**src/sv/kcg_pkg.sv**
```systemverilog
`timescale 1ns / 1ps

package kcg_pkg;

    // Fixed widths of the transaction fields.
    localparam int MODE_W     = 2;
    localparam int LOAD_IDX_W = 6;
    localparam int VALUE_W    = 32;
    localparam int POS_W      = 4;
    localparam int INDEX_W    = 6;
    localparam int COUNT_W    = 49;
    localparam int K_W        = 5;
    localparam int N_W        = 7;
    localparam int CFG_IDX_W  = 1;
    localparam int CFG_DATA_W = 7;

    typedef logic [MODE_W-1:0]    t_mode;
    typedef logic [CFG_IDX_W-1:0] t_cfg_idx;

    localparam t_mode MODE_LOAD    = 2'd0;
    localparam t_mode MODE_RESTART = 2'd1;
    localparam t_mode MODE_NEXT    = 2'd2;

    localparam t_cfg_idx REG_SUBSET_SIZE = 1'b0;
    localparam t_cfg_idx REG_SET_SIZE    = 1'b1;

    localparam logic [K_W-1:0] SUBSET_SIZE_RESET = 5'd2;
    localparam logic [N_W-1:0] SET_SIZE_RESET    = 7'd3;

endpackage

```
**src/sv/k_combination_generator_unit.sv**
```systemverilog
`timescale 1ns / 1ps

// Lexicographic k-combination generator. Load the item table with mode 0, then
// issue a restart (mode 1) and further next requests (mode 2); a transaction is taken when
// i_start is high and o_busy is low. Each combination is sent as k consecutive strobes on
// o_valid, one per element, and the receiver must take every strobe as it comes, since there is
// no back-pressure. When nothing remains, or the sizes are invalid, a single strobe with
// o_done_res set is sent instead. Timing is set by an index memory (one read, one write port)
// walked by a small sequencer: a restart keeps o_busy high while every stored index is rewritten;
// a next request while positions are scanned down to the one that advances and refilled above it;
// a load, an unused mode, or a done answer taken straight away leaves o_busy low.
// Results pass from the index-memory read register through the output registers.
module k_combination_generator_unit #(
    parameter int MAX_SUBSET = 16,
    parameter int MAX_ITEMS  = 64
) (
    input  logic                                 i_clk,
    input  logic                                 i_rst_n,
    input  logic                                 i_start,
    output logic                                 o_busy,
    input  kcg_pkg::t_mode                       i_mode,
    input  logic [kcg_pkg::LOAD_IDX_W-1:0]       i_load_index,
    input  logic signed [kcg_pkg::VALUE_W-1:0]   i_load_value,
    input  logic                                 i_cfg_we,
    input  kcg_pkg::t_cfg_idx                    i_cfg_index,
    input  logic [kcg_pkg::CFG_DATA_W-1:0]       i_cfg_data,
    output logic                                 o_valid,
    output logic signed [kcg_pkg::VALUE_W-1:0]   o_element_value,
    output logic [kcg_pkg::POS_W-1:0]            o_element_position,
    output logic [kcg_pkg::INDEX_W-1:0]          o_element_index,
    output logic                                 o_last_element,
    output logic                                 o_done_res,
    output logic [kcg_pkg::COUNT_W-1:0]          o_combination_count
);
    import kcg_pkg::*;

    localparam int IW = (MAX_ITEMS > 1) ? $clog2(MAX_ITEMS) : 1;
    localparam int NW = $clog2(MAX_ITEMS + 1);
    localparam int AW = (MAX_SUBSET > 1) ? $clog2(MAX_SUBSET) : 1;
    localparam int PW = $clog2(MAX_SUBSET + 1);

    typedef enum logic [2:0] {
        S_IDLE,
        S_INIT,
        S_SCAN_RD,
        S_SCAN,
        S_FILL,
        S_EMIT
    } t_state;

    t_state r_state;

    logic [K_W-1:0]     r_subset_size;
    logic [N_W-1:0]     r_set_size;
    logic               r_started;
    logic               r_exhausted;
    logic [COUNT_W-1:0] r_count;
    logic [PW-1:0]      r_p;
    logic [PW-1:0]      r_k;
    logic [NW-1:0]      r_bound;
    logic [IW-1:0]      r_val;

    logic               r_s1_valid;
    logic [PW-1:0]      r_s1_pos;
    logic               r_s1_last;

    logic               r_o_valid;
    logic [POS_W-1:0]   r_o_pos;
    logic [INDEX_W-1:0] r_o_index;
    logic               r_o_last;
    logic               r_o_done;
    logic [COUNT_W-1:0] r_o_count;

    logic [IW-1:0]      r_ci_mem [MAX_SUBSET];
    logic [IW-1:0]      r_ci_rdata;
    logic [VALUE_W-1:0] r_item_mem [MAX_ITEMS];
    logic [VALUE_W-1:0] r_item_rdata;

    logic               start_acc;
    logic               sizes_ok;
    logic [NW-1:0]      n_eff;
    logic               ci_we;
    logic [AW-1:0]      ci_waddr;
    logic [IW-1:0]      ci_wdata;
    logic [AW-1:0]      ci_raddr;
    logic               tbl_we;
    logic               scan_hit;

    assign o_busy    = (r_state != S_IDLE) || r_s1_valid;
    assign start_acc = i_start && !o_busy;

    assign n_eff    = (32'(r_set_size) > MAX_ITEMS) ? NW'(MAX_ITEMS) : NW'(r_set_size);
    assign sizes_ok = (r_subset_size != '0) && (32'(r_subset_size) <= 32'(n_eff))
                      && (32'(r_subset_size) <= MAX_SUBSET);

    assign scan_hit = 32'(r_ci_rdata) < 32'(r_bound);

    assign tbl_we = start_acc && (i_mode == MODE_LOAD) && (32'(i_load_index) < MAX_ITEMS);

    // During the scan the next lower position is read ahead of the compare.
    assign ci_raddr = (r_state == S_SCAN) ? AW'(r_p - PW'(1)) : AW'(r_p);

    always_comb begin
        ci_we    = 1'b0;
        ci_waddr = AW'(r_p);
        ci_wdata = '0;
        unique case (r_state)
            S_INIT: begin
                ci_we    = 1'b1;
                ci_wdata = (r_p < r_k) ? IW'(r_p) : '0;
            end
            S_SCAN: begin
                ci_we    = scan_hit;
                ci_wdata = r_ci_rdata + IW'(1);
            end
            S_FILL: begin
                ci_we    = (r_p != r_k);
                ci_wdata = r_val + IW'(1);
            end
            default: begin
                ci_we = 1'b0;
            end
        endcase
    end

    always_ff @(posedge i_clk) begin
        if (ci_we) begin
            r_ci_mem[ci_waddr] <= ci_wdata;
        end
        r_ci_rdata <= r_ci_mem[ci_raddr];
    end

    always_ff @(posedge i_clk) begin
        if (tbl_we) begin
            r_item_mem[IW'(i_load_index)] <= i_load_value;
        end
        r_item_rdata <= r_item_mem[r_ci_rdata];
    end

    always_ff @(posedge i_clk) begin
        if (!i_rst_n) begin
            r_subset_size <= SUBSET_SIZE_RESET;
            r_set_size    <= SET_SIZE_RESET;
        end else if (i_cfg_we) begin
            unique case (i_cfg_index)
                REG_SUBSET_SIZE: r_subset_size <= i_cfg_data[K_W-1:0];
                REG_SET_SIZE:    r_set_size    <= i_cfg_data[N_W-1:0];
                default:         r_set_size    <= r_set_size;
            endcase
        end
    end

    always_ff @(posedge i_clk) begin
        if (!i_rst_n) begin
            r_state     <= S_IDLE;
            r_started   <= 1'b0;
            r_exhausted <= 1'b0;
            r_count     <= '0;
            r_s1_valid  <= 1'b0;
            r_o_valid   <= 1'b0;
            r_o_done    <= 1'b0;
        end else begin
            r_s1_valid <= 1'b0;
            r_o_valid  <= r_s1_valid;
            r_o_done   <= 1'b0;
            r_o_pos    <= POS_W'(r_s1_pos);
            r_o_index  <= INDEX_W'(r_ci_rdata);
            r_o_last   <= r_s1_last;
            r_o_count  <= r_count;

            unique case (r_state)
                S_IDLE: begin
                    if (start_acc && ((i_mode == MODE_RESTART)
                                      || ((i_mode == MODE_NEXT) && !r_started))) begin
                        r_started   <= 1'b1;
                        r_exhausted <= 1'b0;
                        r_count     <= '0;
                        r_k         <= PW'(r_subset_size);
                        r_p         <= '0;
                        if (sizes_ok) begin
                            r_state <= S_INIT;
                        end else begin
                            r_exhausted <= 1'b1;
                            r_o_valid   <= 1'b1;
                            r_o_done    <= 1'b1;
                            r_o_pos     <= '0;
                            r_o_index   <= '0;
                            r_o_last    <= 1'b0;
                            r_o_count   <= '0;
                        end
                    end else if (start_acc && (i_mode == MODE_NEXT)) begin
                        r_k     <= PW'(r_subset_size);
                        r_p     <= PW'(r_subset_size) - PW'(1);
                        r_bound <= n_eff - NW'(1);
                        if (r_exhausted || !sizes_ok) begin
                            r_exhausted <= 1'b1;
                            r_o_valid   <= 1'b1;
                            r_o_done    <= 1'b1;
                            r_o_pos     <= '0;
                            r_o_index   <= '0;
                            r_o_last    <= 1'b0;
                            r_o_count   <= '0;
                        end else begin
                            r_state <= S_SCAN_RD;
                        end
                    end
                end
                S_INIT: begin
                    if (r_p == PW'(MAX_SUBSET - 1)) begin
                        r_p     <= '0;
                        r_count <= r_count + COUNT_W'(1);
                        r_state <= S_EMIT;
                    end else begin
                        r_p <= r_p + PW'(1);
                    end
                end
                S_SCAN_RD: begin
                    r_state <= S_SCAN;
                end
                S_SCAN: begin
                    // The bound for position p is n - k + p, lowered by one per step.
                    if (scan_hit) begin
                        r_val   <= r_ci_rdata + IW'(1);
                        r_p     <= r_p + PW'(1);
                        r_state <= S_FILL;
                    end else if (r_p == '0) begin
                        r_exhausted <= 1'b1;
                        r_o_valid   <= 1'b1;
                        r_o_done    <= 1'b1;
                        r_o_pos     <= '0;
                        r_o_index   <= '0;
                        r_o_last    <= 1'b0;
                        r_o_count   <= '0;
                        r_state     <= S_IDLE;
                    end else begin
                        r_p     <= r_p - PW'(1);
                        r_bound <= r_bound - NW'(1);
                    end
                end
                S_FILL: begin
                    if (r_p == r_k) begin
                        r_p     <= '0;
                        r_count <= r_count + COUNT_W'(1);
                        r_state <= S_EMIT;
                    end else begin
                        r_val <= r_val + IW'(1);
                        r_p   <= r_p + PW'(1);
                    end
                end
                S_EMIT: begin
                    r_s1_valid <= 1'b1;
                    r_s1_pos   <= r_p;
                    r_s1_last  <= (r_p == r_k - PW'(1));
                    if (r_p == r_k - PW'(1)) begin
                        r_state <= S_IDLE;
                    end else begin
                        r_p <= r_p + PW'(1);
                    end
                end
                default: begin
                    r_state <= S_IDLE;
                end
            endcase
        end
    end

    assign o_valid             = r_o_valid;
    assign o_element_value     = r_o_done ? '0 : r_item_rdata;
    assign o_element_position  = r_o_pos;
    assign o_element_index     = r_o_index;
    assign o_last_element      = r_o_last;
    assign o_done_res          = r_o_done;
    assign o_combination_count = r_o_count;

    a_emit_in_range: assert property (@(posedge i_clk) disable iff (!i_rst_n)
        (r_state == S_EMIT) |-> (r_p < r_k))
        else $error("emission position ran past the subset size");

    a_last_position: assert property (@(posedge i_clk) disable iff (!i_rst_n)
        (o_valid && o_last_element && !o_done_res)
            |-> (o_element_position == POS_W'(r_k - PW'(1))))
        else $error("last element flagged at the wrong position");

    a_elements_contiguous: assert property (@(posedge i_clk) disable iff (!i_rst_n)
        (o_valid && !o_done_res && !o_last_element)
            |=> (o_valid && (o_element_position == $past(o_element_position) + 4'd1)))
        else $error("elements of one combination were not sent back to back");

    a_busy_while_draining: assert property (@(posedge i_clk) disable iff (!i_rst_n)
        r_s1_valid |-> o_busy)
        else $error("new transaction could be taken while results were in flight");

endmodule
```
**config.mk**
```make
export PLATFORM = sky130hd
export DESIGN_NAME = k_combination_generator_unit
export DESIGN_NICKNAME = d
export VERILOG_FILES = /design/src/sv/kcg_pkg.sv /design/src/sv/k_combination_generator_unit.sv
export SDC_FILE = /design/constraint.sdc
export NUM_CORES = 2
export LEC_CHECK = 0
export BUFFER_PORTS_ARGS = -buffer_cell sky130_fd_sc_hd__clkbuf_2
export CAP_MARGIN = 20
export CORE_ASPECT_RATIO = 0.7
export CORE_MARGIN = 3
export CORE_UTILIZATION = 25
export CTS_BUF_LIST = sky130_fd_sc_hd__clkbuf_16
export DETAILED_ROUTE_END_ITERATION = 8
export GPL_TIMING_DRIVEN = 0
export PLACE_DENSITY = 0.38
export REMOVE_ABC_BUFFERS = 1
export SLEW_MARGIN = 15
export SYNTH_ARGS = -nofsm -noshare
export SYNTH_HDL_FRONTEND = slang
export SYNTH_SLANG_ARGS = --single-unit
```
**constraint.sdc**
```tcl
create_clock -name i_clk -period 9.2 [get_ports i_clk]
set_input_delay 0.92 -clock i_clk [delete_from_list [all_inputs] [get_ports i_clk]]
set_output_delay 0.92 -clock i_clk [all_outputs]
set_load 0.01 [all_outputs]
```
==> metrics.log <==
[metrics] result of the run: finished, final reports clean
[metrics] critical path's largest stage delay: ~640 ps
[metrics] number of storage elements in the synthesis netlist: about 2300
[metrics] final setup skew: ~53 ps
[metrics] fraction of synthesized cell area in xor and xnor cells: 0.650%
[metrics] critical path capture point type: flop
[metrics] Worst-Margin Slew: ~1100 ps
[metrics] proportion of power drawn by combinational gates: roughly 28%
[metrics] reg-to-reg critical path endpoint: r_item_rdata[27]
[metrics] unrepaired setup endpoints after global routing: no
[metrics] worst-path cell with the longest stage delay: sky130_fd_sc_hd__mux4_2
[metrics] number of maximum-capacitance violations: 0
[metrics] CP Depth: 11
[metrics] post-route non-filler standard cell count: 9619
[metrics] peak supply drop: 165 µV
[metrics] worst setup path startpoint: r_ci_rdata[0]
[metrics] Residual DRC: 0
[metrics] leakage power of the design: 33.7 nW
[metrics] combinational family with the most area after synthesis: multiplexers
[metrics] flop2flop setup slack: approximately 4400 ps
[metrics] overall overflow remaining after global route: 0
[metrics] final estimated routing congestion in global placement: 0.714
[metrics] number of antenna violations at the first check in global routing: 38
[metrics] area inside the core boundary: 357000 µm²
[metrics] number of I/O port buffers: approximately 150
[metrics] clock-pin slew of the registers on the worst-case setup and hold paths: approximately 60 ps
[metrics] TritonCTS sink count: around 2300
[metrics] DRT iter0 DRCs: 4300
[metrics] effective utilization at floorplan: 25.3%
[metrics] Seq/Total Area, Yosys: 76.6%
[metrics] Die Footprint: between 300000 and 400000 µm²
[metrics] Worst Setup Start Kind: flop
[metrics] reported net switching power: 9.30 mW
[metrics] clock tree from TritonCTS: yes
[metrics] highest fanout seen on the critical path: 30
[metrics] sum of negative setup slack: 0 ps
[metrics] area fraction in and, or, nand and nor cells after synthesis: about 3.3%
[metrics] post-detailed-route wirelength per cell: 28.6 µm
[metrics] Nets: 4679
[metrics] worst reg2reg path startpoint: r_ci_rdata[0]
[metrics] sequential cell fraction of total power: between 40% and 50%
[metrics] Top Family by Delay on Critical Path: buffers and inverters
[metrics] number of endpoints failing setup at the final stage: 0
[metrics] die boundary width: slightly above 700 µm
[metrics] total routed wirelength: ~280000 µm
[metrics] Min Clock Period, post-route: around 4800 ps
[metrics] first-pass GRT wire length: 380000 µm
[metrics] M2 GR Usage: between 20% and 30%
[metrics] fmax: approximately 0.21 GHz
[metrics] number of nets still failing antenna checks after routing: 0
[metrics] Critical Path RT: ~9900 ps
[metrics] floorplan die height: between 500 and 600 µm
[metrics] total count of max-transition violations in the final report: 0
[metrics] most frequent cell on the critical path: sky130_fd_sc_hd__buf_16
[metrics] leading cell type in the layout, fill and taps excluded: sky130_fd_sc_hd__edfxtp_1
[metrics] fraction of the mapped netlist area in compound gates: under 10%
[metrics] Post-synth EDFFs: between 2000 and 2500
[metrics] switch share: 30.9%
[metrics] distinct cell type count after synthesis: 74
[metrics] met3 capacity usage during global routing: between 2 and 3%
[metrics] ys flop type: sky130_fd_sc_hd__edfxtp_1
[metrics] proportion of register bits with asynchronous set or reset after synthesis: 0%
[metrics] Root Buffer Master: sky130_fd_sc_hd__clkbuf_16
[metrics] via count of the routed design: roughly 44000
[metrics] post-layout instance area: about 110000 µm²
[metrics] buffers inserted during post-CTS setup optimization: 0
[metrics] average size of a mapped cell: about 21 µm²
[metrics] grt peak-use layer: met1
[metrics] gate count of the mapped netlist: about 4200
[metrics] maximum number of pins on one net before global-route repair: 65
[metrics] post-cts repair resize count: 0
[metrics] floorplan row count: 183
[metrics] Min Hold Slack: about 310 ps
[metrics] number of failing hold endpoints at the final stage: 0
[metrics] reg2reg path depth: 11
[metrics] Clock power frac: 31.3%
[metrics] total routing resource utilization after global routing: around 15%
[metrics] CP arrival: between 5000 and 6000 ps
[metrics] met1 global-route usage: a little under a quarter
[metrics] worst-case headroom to the max-slew limit: between 20% and 30%
[metrics] I/O Pins: around 150
[metrics] router iterations before antenna repair: 5
[metrics] HPWL after DPL: roughly 170000 µm
[metrics] total buffers and inverters traversed by the critical path: 7
[metrics] number of global-route vias before repair: ~45000
[metrics] final-layout fill cell count: about 34000
[metrics] hold buffer count at cts: 0
[metrics] period utilization: approximately 52%
[metrics] TritonCTS buffer count: about 240
[metrics] Placed Cells: about 9200
[metrics] cell-by-cell trace of the critical path: buf_16 -> buf_16 -> buf_16 -> buf_16 -> buf_16 -> buf_16 -> buf_16 -> mux4_2 -> mux4_2 -> o22ai_1 -> nor2_1
[metrics] # H-tree levels: 4
[metrics] P per Cell Area: ~280 nW/µm²
[metrics] area growth from synthesis to layout: 20.3%
[metrics] mux share of post-synthesis cell area: 15.8%
[metrics] Design Power: 30.1 mW
[metrics] synthesis warning total: 0
[metrics] Bufs on Longest Clock Path: 4
[metrics] layout cells sized above 1: between 20% and 30%
[metrics] highest-count cells in the layout ignoring fill and taps: 2232 x sky130_fd_sc_hd__edfxtp_1, 597 x sky130_fd_sc_hd__mux4_2, 245 x sky130_fd_sc_hd__clkbuf_16
[metrics] synthesized cell area: approximately 90000 µm²
[metrics] source-to-sink clock delay at the later pin of the worst-skew pair: just over 900 ps
[metrics] type of the setup path with the least slack: flop to flop
[metrics] placed standard-cell area: 101000 µm²
[metrics] capturing element of the worst setup path: r_item_rdata[27]
[metrics] number of vias per cell: around 4.6
[metrics] classification of the worst-slack hold path: input port to flop
[metrics] adder-cell area share of the yosys netlist: less than 1%
[metrics] internal power component: roughly 21 mW
-- cell type report --
cell class | instances | area [µm²] | area share [%]
Multi-Input combinational cell | 1638 | 20600 | 19.0
Antenna cell | 15 | 37.5 | 0.0345
Clock inverter | 196 | 1270 | 1.17
Clock buffer | 245 | 6130 | 5.64
Inverter | 29 | 116 | 0.107
Timing Repair Buffer | 347 | 5260 | 4.84
Tap cell | 4810 | 6020 | 5.54
Sequential cell | 2339 | 69200 | 63.7
-- sequential cells by signal (all words and copies together) (netlist names), 7 cells and up --
signal,cells
r_bound,7
r_set_size,7
r_item_rdata,32
r_count,49
o_combination_count,49
r_ci_mem,96
r_item_mem,2048
-- through the flow --
stage | setup slack (ps) | util [%]
2_1_floorplan | -13740 | -
3_3_place_gp | -30560 | 26.9
3_5_place_dp | 4300 | 28.3
4_1_cts | 4270 | 30.4
5_1_grt | 4010 | 30.4
6_report | 4370 | 30.4
-- routing by layer --
layer,vias up,wire length (µm)
met2,1230,118000
met5,-,49
met1,24024,136000
met3,346,16400
li1,18427,-
met4,8,5240
-- worst reg2reg max path, cell delays in order (launching register included) --
cell                      delay (ps)
sky130_fd_sc_hd__dfxtp_4         570
sky130_fd_sc_hd__buf_16          290
sky130_fd_sc_hd__buf_16          350
sky130_fd_sc_hd__buf_16          330
sky130_fd_sc_hd__buf_16          300
sky130_fd_sc_hd__buf_16          320
sky130_fd_sc_hd__buf_16          320
sky130_fd_sc_hd__buf_16          310
sky130_fd_sc_hd__mux4_2          580
sky130_fd_sc_hd__mux4_2          640
sky130_fd_sc_hd__o22ai_1         580
sky130_fd_sc_hd__nor2_1          100
-- synth_stat cells (5+ instances only) --
library cell	count	area (µm²)
sky130_fd_sc_hd__xnor2_1	24	210
sky130_fd_sc_hd__and3_1	12	75.1
sky130_fd_sc_hd__o21ai_0	55	275
sky130_fd_sc_hd__nand4_1	21	131
sky130_fd_sc_hd__or3_1	13	81.3
sky130_fd_sc_hd__a32oi_1	6	52.6
sky130_fd_sc_hd__nor3_1	15	75.1
sky130_fd_sc_hd__a31oi_1	9	56.3
sky130_fd_sc_hd__nand2b_1	18	113
sky130_fd_sc_hd__ha_1	29	363
sky130_fd_sc_hd__a22oi_1	52	390
sky130_fd_sc_hd__buf_2	69	345
sky130_fd_sc_hd__mux4_2	597	13400
sky130_fd_sc_hd__xor2_1	43	377
sky130_fd_sc_hd__nor2b_1	47	294
sky130_fd_sc_hd__nor3b_1	5	37.5
sky130_fd_sc_hd__nor2_1	192	721
sky130_fd_sc_hd__mux2i_1	82	821
sky130_fd_sc_hd__nand3_1	63	315
sky130_fd_sc_hd__clkbuf_1	109	409
sky130_fd_sc_hd__a221oi_1	23	201
sky130_fd_sc_hd__inv_1	26	97.6
sky130_fd_sc_hd__buf_1	18	67.6
sky130_fd_sc_hd__o211ai_1	9	67.6
sky130_fd_sc_hd__a21o_1	5	37.5
sky130_fd_sc_hd__nand2_1	95	357
sky130_fd_sc_hd__nor4_1	6	37.5
sky130_fd_sc_hd__buf_4	10	75.1
sky130_fd_sc_hd__nand3b_1	6	45.0
sky130_fd_sc_hd__edfxtp_1	2232	67000
sky130_fd_sc_hd__dfxtp_1	107	2140
sky130_fd_sc_hd__buf_6	7	78.8
sky130_fd_sc_hd__and2_1	69	432
sky130_fd_sc_hd__a21oi_1	39	195
sky130_fd_sc_hd__o22ai_1	46	288
-- power groups by stage --
stage	sequential, mW	clock, mW	combinational, mW
5_1_grt	12.2	10.2	9.12
4_1_cts	12.2	9.74	8.75
6_report	12.2	9.41	8.53
3_3_place_gp	13.1	0	6.91
3_5_place_dp	12.4	0	8.73
2_1_floorplan	12.8	0	5.54
-- worst min path at each step --
| stage | from | to | slack, ps | cells after the start |
|---|---|---|---|---|
| final | i_cfg_data[5] | r_set_size[5] | 310 | 3 |
| after global routing | i_cfg_data[5] | r_set_size[5] | 250 | 3 |
| after CTS | i_cfg_data[6] | r_set_size[6] | 210 | 3 |
| after detailed placement | r_set_size[4] | r_set_size[4] | 460 | 2 |
| after floorplan | r_set_size[2] | r_set_size[2] | 440 | 2 |
| after global placement | r_set_size[4] | r_set_size[4] | 450 | 2 |
-- kinds of logic (layout without fill, tap and decap cells) --
family / Yosys count / in the layout
AOI/OAI and AO/OA: 269 / 269
xor gates and xnor gates: 67 / 67
adders and majority gates: 29 / 29
buffers and inverters: 242 / 817
DFF: 2339 / 2339
muxes: 681 / 681
other: 0 / 15
and+or+nand+nor: 592 / 592
Power figures use the tool's default switching activity.
